## src/sv/sefr_pkg.sv

```systemverilog
package sefr_pkg;

    // Default size of the payload store, in bytes.
    localparam int PayloadDepthDefault = 256;

    // Frame delimiters.
    localparam logic [7:0] StartByte = 8'h02;
    localparam logic [7:0] EndByte   = 8'h03;

    // Request function codes.
    localparam logic FuncPush = 1'b0;
    localparam logic FuncRead = 1'b1;

    // Result status codes.
    localparam logic [1:0] StatusNone = 2'd0;
    localparam logic [1:0] StatusOk   = 2'd1;
    localparam logic [1:0] StatusErr  = 2'd2;

    // Entries in the result queue ahead of the output.
    localparam int RspQueueDepth = 3;

    // Receiver phases.
    typedef enum logic [2:0] {
        PH_START = 3'd0,
        PH_LEN   = 3'd1,
        PH_DATA  = 3'd2,
        PH_CHK   = 3'd3,
        PH_END   = 3'd4
    } phase_t;

    // One request on the input channel.
    typedef struct packed {
        logic       func;
        logic [7:0] byte_in;
        logic [7:0] read_index;
    } req_t;

    // One result on the output channel.
    typedef struct packed {
        logic [1:0] status;
        logic       frame_ready;
        logic [7:0] payload_length;
        logic [7:0] read_data;
    } rsp_t;

    // Frame state as seen after one request.
    typedef struct packed {
        logic [1:0] status;
        logic       frame_ready;
        logic [7:0] payload_length;
    } frame_info_t;

    // Write port request into the payload store.
    typedef struct packed {
        logic       en;
        logic [7:0] addr;
        logic [7:0] data;
    } mem_wr_t;

endpackage

```

## src/sv/sefr_frame_ctrl.sv

```systemverilog
module sefr_frame_ctrl (
    input  logic                  clk,
    input  logic                  rst_n,
    input  logic                  push,
    input  logic [7:0]            push_byte,
    output sefr_pkg::frame_info_t info,
    output sefr_pkg::mem_wr_t     mem_wr
);
    import sefr_pkg::*;

    phase_t     phase_reg, phase_next;
    logic [7:0] len_reg, len_next;
    logic [7:0] count_reg, count_next;
    logic [7:0] chk_reg, chk_next;
    logic [7:0] sum_reg, sum_next;
    logic       ready_reg, ready_next;
    logic [1:0] status;

    // Frame state registers.
    always_ff @(posedge clk or negedge rst_n)
    begin
        if (!rst_n)
        begin
            phase_reg <= PH_START;
            len_reg   <= 8'd0;
            count_reg <= 8'd0;
            chk_reg   <= 8'd0;
            sum_reg   <= 8'd0;
            ready_reg <= 1'b0;
        end
        else
        begin
            phase_reg <= phase_next;
            len_reg   <= len_next;
            count_reg <= count_next;
            chk_reg   <= chk_next;
            sum_reg   <= sum_next;
            ready_reg <= ready_next;
        end
    end

    // Next state, status and the store write for one pushed byte.
    always_comb
    begin
        phase_next  = phase_reg;
        len_next    = len_reg;
        count_next  = count_reg;
        chk_next    = chk_reg;
        sum_next    = sum_reg;
        ready_next  = ready_reg;
        status      = StatusNone;
        mem_wr.en   = 1'b0;
        mem_wr.addr = count_reg;
        mem_wr.data = push_byte;
        if (push)
        begin
            unique case (phase_reg)
                PH_LEN:
                begin
                    // A zero length aborts the frame.
                    if (push_byte != 8'd0)
                    begin
                        len_next   = push_byte;
                        phase_next = PH_DATA;
                    end
                    else
                    begin
                        phase_next = PH_START;
                    end
                end
                PH_DATA:
                begin
                    mem_wr.en  = 1'b1;
                    sum_next   = sum_reg + push_byte;
                    count_next = count_reg + 8'd1;
                    if (count_next >= len_reg)
                    begin
                        phase_next = PH_CHK;
                    end
                end
                PH_CHK:
                begin
                    chk_next   = push_byte;
                    phase_next = PH_END;
                end
                PH_END:
                begin
                    if (push_byte == EndByte && sum_reg == chk_reg)
                    begin
                        ready_next = 1'b1;
                        status     = StatusOk;
                    end
                    else
                    begin
                        status = StatusErr;
                    end
                    phase_next = PH_START;
                end
                default:
                begin
                    // Start search: a start byte opens a new frame.
                    if (push_byte == StartByte)
                    begin
                        phase_next = PH_LEN;
                        count_next = 8'd0;
                        sum_next   = 8'd0;
                        ready_next = 1'b0;
                    end
                    else
                    begin
                        phase_next = PH_START;
                    end
                end
            endcase
        end
        info.status         = status;
        info.frame_ready    = ready_next;
        info.payload_length = len_next;
    end

endmodule

```

## src/sv/sefr_payload_mem.sv

```systemverilog
module sefr_payload_mem #(
    parameter int PAYLOAD_DEPTH = sefr_pkg::PayloadDepthDefault
) (
    input  logic              clk,
    input  logic              rst_n,
    input  sefr_pkg::mem_wr_t mem_wr,
    input  logic              rd_en,
    input  logic [7:0]        rd_addr,
    output logic [7:0]        rd_data
);
    import sefr_pkg::*;

    localparam int         AddrW  = $clog2(PAYLOAD_DEPTH);
    localparam logic [8:0] DepthW = 9'(PAYLOAD_DEPTH);

    logic [7:0]               mem [PAYLOAD_DEPTH];
    logic [PAYLOAD_DEPTH-1:0] valid_reg;
    logic [7:0]               rd_word_reg;
    logic                     rd_hit_reg;
    logic                     wr_hit;
    logic                     rd_hit;

    // Positions beyond the store are neither written nor read.
    assign wr_hit = mem_wr.en && ({1'b0, mem_wr.addr} < DepthW);
    assign rd_hit = rd_en && ({1'b0, rd_addr} < DepthW);

    // Storage array with a registered read port.
    always_ff @(posedge clk)
    begin
        if (wr_hit)
        begin
            mem[mem_wr.addr[AddrW-1:0]] <= mem_wr.data;
        end
        if (rd_hit)
        begin
            rd_word_reg <= mem[rd_addr[AddrW-1:0]];
        end
    end

    // Written-entry flags; an entry never written reads as zero.
    always_ff @(posedge clk or negedge rst_n)
    begin
        if (!rst_n)
        begin
            valid_reg  <= '0;
            rd_hit_reg <= 1'b0;
        end
        else
        begin
            if (wr_hit)
            begin
                valid_reg[mem_wr.addr[AddrW-1:0]] <= 1'b1;
            end
            rd_hit_reg <= rd_hit && valid_reg[rd_addr[AddrW-1:0]];
        end
    end

    assign rd_data = rd_hit_reg ? rd_word_reg : 8'd0;

endmodule

```

## src/sv/sefr_rsp_fifo.sv

```systemverilog
module sefr_rsp_fifo (
    input  logic           clk,
    input  logic           rst_n,
    input  logic           push,
    input  sefr_pkg::rsp_t push_data,
    input  logic           pop,
    output logic           out_valid,
    output sefr_pkg::rsp_t out_data,
    output logic [1:0]     count
);
    import sefr_pkg::*;

    localparam logic [1:0] LastPtr = 2'(RspQueueDepth - 1);

    rsp_t       entry_reg [RspQueueDepth];
    logic [1:0] wr_ptr_reg, wr_ptr_next;
    logic [1:0] rd_ptr_reg, rd_ptr_next;
    logic [1:0] count_reg, count_next;

    // Pointer and fill count update.
    always_comb
    begin
        wr_ptr_next = wr_ptr_reg;
        rd_ptr_next = rd_ptr_reg;
        count_next  = count_reg;
        if (push)
        begin
            wr_ptr_next = (wr_ptr_reg == LastPtr) ? 2'd0 : wr_ptr_reg + 2'd1;
            count_next  = count_next + 2'd1;
        end
        if (pop)
        begin
            rd_ptr_next = (rd_ptr_reg == LastPtr) ? 2'd0 : rd_ptr_reg + 2'd1;
            count_next  = count_next - 2'd1;
        end
    end

    always_ff @(posedge clk or negedge rst_n)
    begin
        if (!rst_n)
        begin
            wr_ptr_reg <= 2'd0;
            rd_ptr_reg <= 2'd0;
            count_reg  <= 2'd0;
        end
        else
        begin
            wr_ptr_reg <= wr_ptr_next;
            rd_ptr_reg <= rd_ptr_next;
            count_reg  <= count_next;
        end
    end

    // Entry storage.
    always_ff @(posedge clk)
    begin
        if (push)
        begin
            entry_reg[wr_ptr_reg] <= push_data;
        end
    end

    assign out_valid = (count_reg != 2'd0);
    assign out_data  = entry_reg[rd_ptr_reg];
    assign count     = count_reg;

endmodule

```

## src/sv/stx_etx_frame_receiver_top.sv

```systemverilog
// Channel | Direction | Handshake             | Payload
// req     | in        | req_valid / req_stall | req_data (func, byte_in, read_index)
// rsp     | out       | rsp_valid / rsp_stall | rsp_data (status, frame_ready,
//         |           |                       |           payload_length, read_data)
//
// One request is taken every cycle while req_stall is low; its result is registered
// in the payload store's registered read port and the read stage, then in the result queue.
// Reset clears the frame state and the per-entry written flags of the store at once,
// so requests are taken from the first cycle after reset.
// A three-entry result queue absorbs output stalls; req_stall rises only when the
// queue and the read stage together hold three results.
module stx_etx_frame_receiver_top #(
    parameter int PAYLOAD_DEPTH = sefr_pkg::PayloadDepthDefault
) (
    input  logic           clk,
    input  logic           rst_n,
    input  logic           req_valid,
    output logic           req_stall,
    input  sefr_pkg::req_t req_data,
    output logic           rsp_valid,
    input  logic           rsp_stall,
    output sefr_pkg::rsp_t rsp_data
);
    import sefr_pkg::*;

    logic        accept;
    logic        push;
    logic        rd_en;
    frame_info_t info;
    mem_wr_t     mem_wr;
    logic [7:0]  rd_data;
    logic        s1_valid_reg;
    frame_info_t s1_info_reg;
    rsp_t        q_push_data;
    logic        q_pop;
    logic [1:0]  q_count;

    // Request acceptance and decode.
    assign accept = req_valid && !req_stall;
    assign push   = accept && (req_data.func == FuncPush);
    assign rd_en  = accept && (req_data.func == FuncRead);

    sefr_frame_ctrl u_ctrl (
        .clk       (clk),
        .rst_n     (rst_n),
        .push      (push),
        .push_byte (req_data.byte_in),
        .info      (info),
        .mem_wr    (mem_wr)
    );

    sefr_payload_mem #(
        .PAYLOAD_DEPTH (PAYLOAD_DEPTH)
    ) u_mem (
        .clk     (clk),
        .rst_n   (rst_n),
        .mem_wr  (mem_wr),
        .rd_en   (rd_en),
        .rd_addr (req_data.read_index),
        .rd_data (rd_data)
    );

    // Read stage: frame state waits here alongside the store read.
    always_ff @(posedge clk or negedge rst_n)
    begin
        if (!rst_n)
        begin
            s1_valid_reg <= 1'b0;
        end
        else
        begin
            s1_valid_reg <= accept;
        end
    end

    always_ff @(posedge clk)
    begin
        if (accept)
        begin
            s1_info_reg <= info;
        end
    end

    // Assemble the result and queue it.
    always_comb
    begin
        q_push_data.status         = s1_info_reg.status;
        q_push_data.frame_ready    = s1_info_reg.frame_ready;
        q_push_data.payload_length = s1_info_reg.payload_length;
        q_push_data.read_data      = rd_data;
    end

    assign q_pop = rsp_valid && !rsp_stall;

    sefr_rsp_fifo u_queue (
        .clk       (clk),
        .rst_n     (rst_n),
        .push      (s1_valid_reg),
        .push_data (q_push_data),
        .pop       (q_pop),
        .out_valid (rsp_valid),
        .out_data  (rsp_data),
        .count     (q_count)
    );

    // Hold off requests once every queue slot is spoken for.
    assign req_stall = ((q_count + {1'b0, s1_valid_reg}) == 2'(RspQueueDepth));

endmodule

```

## config.mk

```make
export PLATFORM = sky130hd
export DESIGN_NAME = stx_etx_frame_receiver_top
export DESIGN_NICKNAME = d
export VERILOG_FILES = /design/src/sv/sefr_pkg.sv /design/src/sv/sefr_frame_ctrl.sv /design/src/sv/sefr_payload_mem.sv /design/src/sv/sefr_rsp_fifo.sv /design/src/sv/stx_etx_frame_receiver_top.sv
export SDC_FILE = /design/constraint.sdc
export NUM_CORES = 2
export LEC_CHECK = 0
export ABC_CLOCK_PERIOD_IN_PS = 11500
export BUFFER_PORTS_ARGS = -buffer_cell sky130_fd_sc_hd__buf_2
export CORE_ASPECT_RATIO = 1.75
export CORE_MARGIN = 10
export CORE_UTILIZATION = 30
export DETAILED_ROUTE_END_ITERATION = 6
export GPL_TIMING_DRIVEN = 0
export RECOVER_POWER = 50
export SLEW_MARGIN = 20
export SYNTH_ARGS = -nofsm -noshare
export SYNTH_HDL_FRONTEND = slang
export SYNTH_SLANG_ARGS = --single-unit
```

## constraint.sdc

```tcl
create_clock -name clk -period 11.5 [get_ports clk]
set_clock_uncertainty 0.1 [all_clocks]
set_input_delay 1.725 -clock clk [delete_from_list [all_inputs] [get_ports clk]]
set_output_delay 1.725 -clock clk [all_outputs]
set_load 0.005 [all_outputs]
```

==> run summary <==
Setup-violating endpoint count in the final report: 0
Starting density of the core: 30.1%
Multiplexer share of the synthesized area: 17.1%
Post-cts gate resize count: 0
Clk Latency, worst-skew pair: 0.89 ns
M2 GR Usage: 29.9%
Final RePlAce weighted congestion: 0.952
Buf+Inv Stages, Crit Path: 2
Post-layout minimum cycle time: 7.92 ns
Clock transition at the registers of the reported paths: 0.07 ns
Post-synth net total: 4,530
Capturing element of the worst setup path: u_mem.mem[121][1]
DRC violations left: 0
Htree depth: 4
Max Clock Freq: 0.126 GHz
Largest family of logic cells by synthesized area: multiplexers
Beginning of the worst hold path: u_mem.valid_reg[127]
Via count of the first global-routing pass: 49,600
Number of antenna violations at the first check in global routing: 12
Root buffer cell: sky130_fd_sc_hd__clkbuf_16
Pins over their slew limit: 1,253
Via-per-instance ratio: 5.15
Wirelength per Cell: 30.5 µm
Reg2reg start: s1_valid_reg
Largest stage delay, worst path: 3.73 ns
TritonCTS Buffers: 201
Clock tree from TritonCTS: done
Depth of the worst register-to-register path: 10
Final worst path period share: 68.9%
Number of register bits inferred by synthesis: 2,424
Share of synthesized cell area in and, or, nand and nor gates: 2.26%
Maximum capacitance violations: 17
Area share of fa/ha/maj cells after synthesis: 0.298%
Commonest non-fill, non-tap cells in the layout: 2,124 x sky130_fd_sc_hd__edfxtp_1, 672 x sky130_fd_sc_hd__mux4_2, 300 x sky130_fd_sc_hd__dfrtp_1
Post-route ant nets: 0
Port buffer count: 36
Max FFs per register: 2,048
Area used by sequential logic in the layout: 71,300 µm²
Cells along the critical path: clkbuf_1 > clkbuf_1
Combined area of all synthesized cells: 95,000 µm²
RSZ-0062 raised after global routing: false
Synth warnings: 0
Sequential element share of the synthesized area: 75.0%
Synth Area in Compound Gates: 3.44%
Mean cell area of the mapped netlist: 21.2 µm²
Static Leak: 34.5 nW
Met3 capacity usage during global routing: 2.20%
WP data required: 11.30 ns
Global-route track usage on met1: 15.2%
Number of fill cells in the layout: 29,500
Post-synth top area share: 67.1%
Initial drt markers: 4,628
Failing checks: capacitance limit, slew limit
Largest net degree at the start of global routing: 131
Leading area contributor after synthesis: sky130_fd_sc_hd__edfxtp_1
Capturing point of the worst reg2reg path: u_mem.mem[232][6]
Slew @ Worst Pin: 6.06 ns
Leading cell type in the layout, fill and taps excluded: sky130_fd_sc_hd__edfxtp_1
Die boundary width: 445 µm
Mapped Cells: 4,487
Final Total Pwr: 18.9 mW
Via Count: 46,700
Fraction of layout instances using a drive strength above 1: 25.5%
Worst hold path type: reg2reg
Grt total ovfl: 0
Most used routing layer: met2
CP Depth: 2
Detailed-placement wirelength estimate: 194,000 µm
Power density cells: 175 nW/µm²
# hold bufs at CTS: 0
FFs w/ async S/R, synth: 12.4%
Number of buffers inserted to repair setup after CTS: 0
Critical Path Start Type: input pin
# IOs: 42
Crit Path Category: in2reg
Xor-xnor portion of the synthesized cell area: 0.194%
Area overhead of the layout relative to synthesis: 13.5%
Worst path top cell family by delay: buffers and inverters
Highest-delay cell along the critical path: sky130_fd_sc_hd__clkbuf_1
Overall routing resource usage: 15.8%
Startpoint of the worst setup timing path: req_data[9]
Highest ir drop seen on vdd: 0.000122 V
Number of enable-type register cells in the synthesized netlist: 2,124
Remaining max-slew budget at the tightest pin: -304%
Cells taking the most area after synthesis: sky130_fd_sc_hd__edfxtp_1 67%, sky130_fd_sc_hd__mux4_2 16%, sky130_fd_sc_hd__dfrtp_1 7.9%, sky130_fd_sc_hd__o21bai_1 2.0%, sky130_fd_sc_hd__nor2_1 1.1%
Combined area of the multi-input logic cells: 22,200 µm²
Final hold violation count: 0
Detailed-route wire length: 276,000 µm
Count of unique library cells instantiated by Yosys: 58
Status: complete, but fails checks
Row count: 273
Most common flop cell mapped by yosys: sky130_fd_sc_hd__edfxtp_1
Data arrival time of the critical path: 7.72 ns
Die Y: 764 µm
First-pass GRT wire length: 385,000 µm
Number of sinks driven by the clock tree: 2,424
Die ar.: 340,000 µm²
Capturing element type of the critical path: flop
Area inside the core boundary: 316,000 µm²
Most used cell, CP: sky130_fd_sc_hd__clkbuf_1
CP Max Fanout: 112
Count of TritonRoute iterations in the first routing pass: 5
Number of buffers on the longest clock path: 4
Setup TNS: 0 ns
Layout Nets: 4,809
R2r setup slk: 6.23 ns
[worst min-delay path by stage]
stage,endpoint,cells after the start
after floorplan,u_mem.valid_reg[127],1
after global placement,u_mem.valid_reg[127],1
after detailed placement,u_mem.valid_reg[127],1
after CTS,u_mem.valid_reg[127],1
after global routing,u_mem.valid_reg[127],1
final,u_mem.valid_reg[127],1
[final cells by class]
| type | count | area share, % |
|---|---|---|
| clock buffer | 259 | 5.07 |
| timing repair buffer | 76 | 0.740 |
| sequential | 2424 | 66.1 |
| clock inverter | 100 | 1.13 |
| multi-input combinational | 1759 | 20.6 |
| buffer | 286 | 1.49 |
| inverter | 18 | 0.0626 |
| tap | 4125 | 4.79 |
| antenna | 25 | 0.0580 |
[power breakdown]
group	internal, mW	switching [mW]	leakage (nW)
logic	0.597	1.31	7.97
registers	9.77	0.0932	23.3
clock network	3.94	3.21	3.27
total	14.3	4.61	34.5
[metrics by stage]
step / instance area [µm²] / hold WS (ns) / util [%] / instances / setup WS, ns
2_1_floorplan: 95000 / 0.334 / - / 4487 / 6.55
3_3_place_gp: 100000 / 0.348 / 31.8 / 8648 / 2.99
3_5_place_dp: 101000 / 0.355 / 32.1 / 8688 / 4.85
4_1_cts: 108000 / 0.371 / 34.3 / 9047 / 5.75
5_1_grt: 108000 / 0.380 / 34.2 / 9070 / 2.86
6_report: 108000 / 0.368 / 34.2 / 9072 / 3.58
[cell families after synthesis]
group / Yosys count
fa+ha+maj: 22
flops: 2424
xor+xnor: 21
buf+inv: 304
compound gates: 453
simple gates: 487
mux: 776
[per-layer routing]
layer | vias to the layer above | share of wire [%] | routed length (µm)
li1 | 19000 | - | -
met1 | 25100 | 31 | 84900
met2 | 1887 | 54 | 151000
met3 | 693 | 4.8 | 13300
met4 | 4 | 10 | 27500
met5 | - | 0.012 | 32
[Yosys cell counts (12+ instances only)]
master	n
sky130_fd_sc_hd__a22o_1	24
sky130_fd_sc_hd__clkbuf_1	147
sky130_fd_sc_hd__buf_2	62
sky130_fd_sc_hd__nand2_1	86
sky130_fd_sc_hd__o22ai_1	52
sky130_fd_sc_hd__o221ai_1	13
sky130_fd_sc_hd__nand3_1	12
sky130_fd_sc_hd__nor3_1	17
sky130_fd_sc_hd__o21ai_0	42
sky130_fd_sc_hd__edfxtp_1	2124
sky130_fd_sc_hd__xor2_1	14
sky130_fd_sc_hd__buf_4	39
sky130_fd_sc_hd__ha_1	21
sky130_fd_sc_hd__mux2_2	29
sky130_fd_sc_hd__dfrtp_1	300
sky130_fd_sc_hd__mux2i_1	75
sky130_fd_sc_hd__nor2_1	288
sky130_fd_sc_hd__o21bai_1	255
sky130_fd_sc_hd__mux4_2	672
sky130_fd_sc_hd__buf_6	25
sky130_fd_sc_hd__a22oi_1	23
sky130_fd_sc_hd__inv_1	18
sky130_fd_sc_hd__and2_1	16
Note: power is estimated with default switching activity, not from simulation.
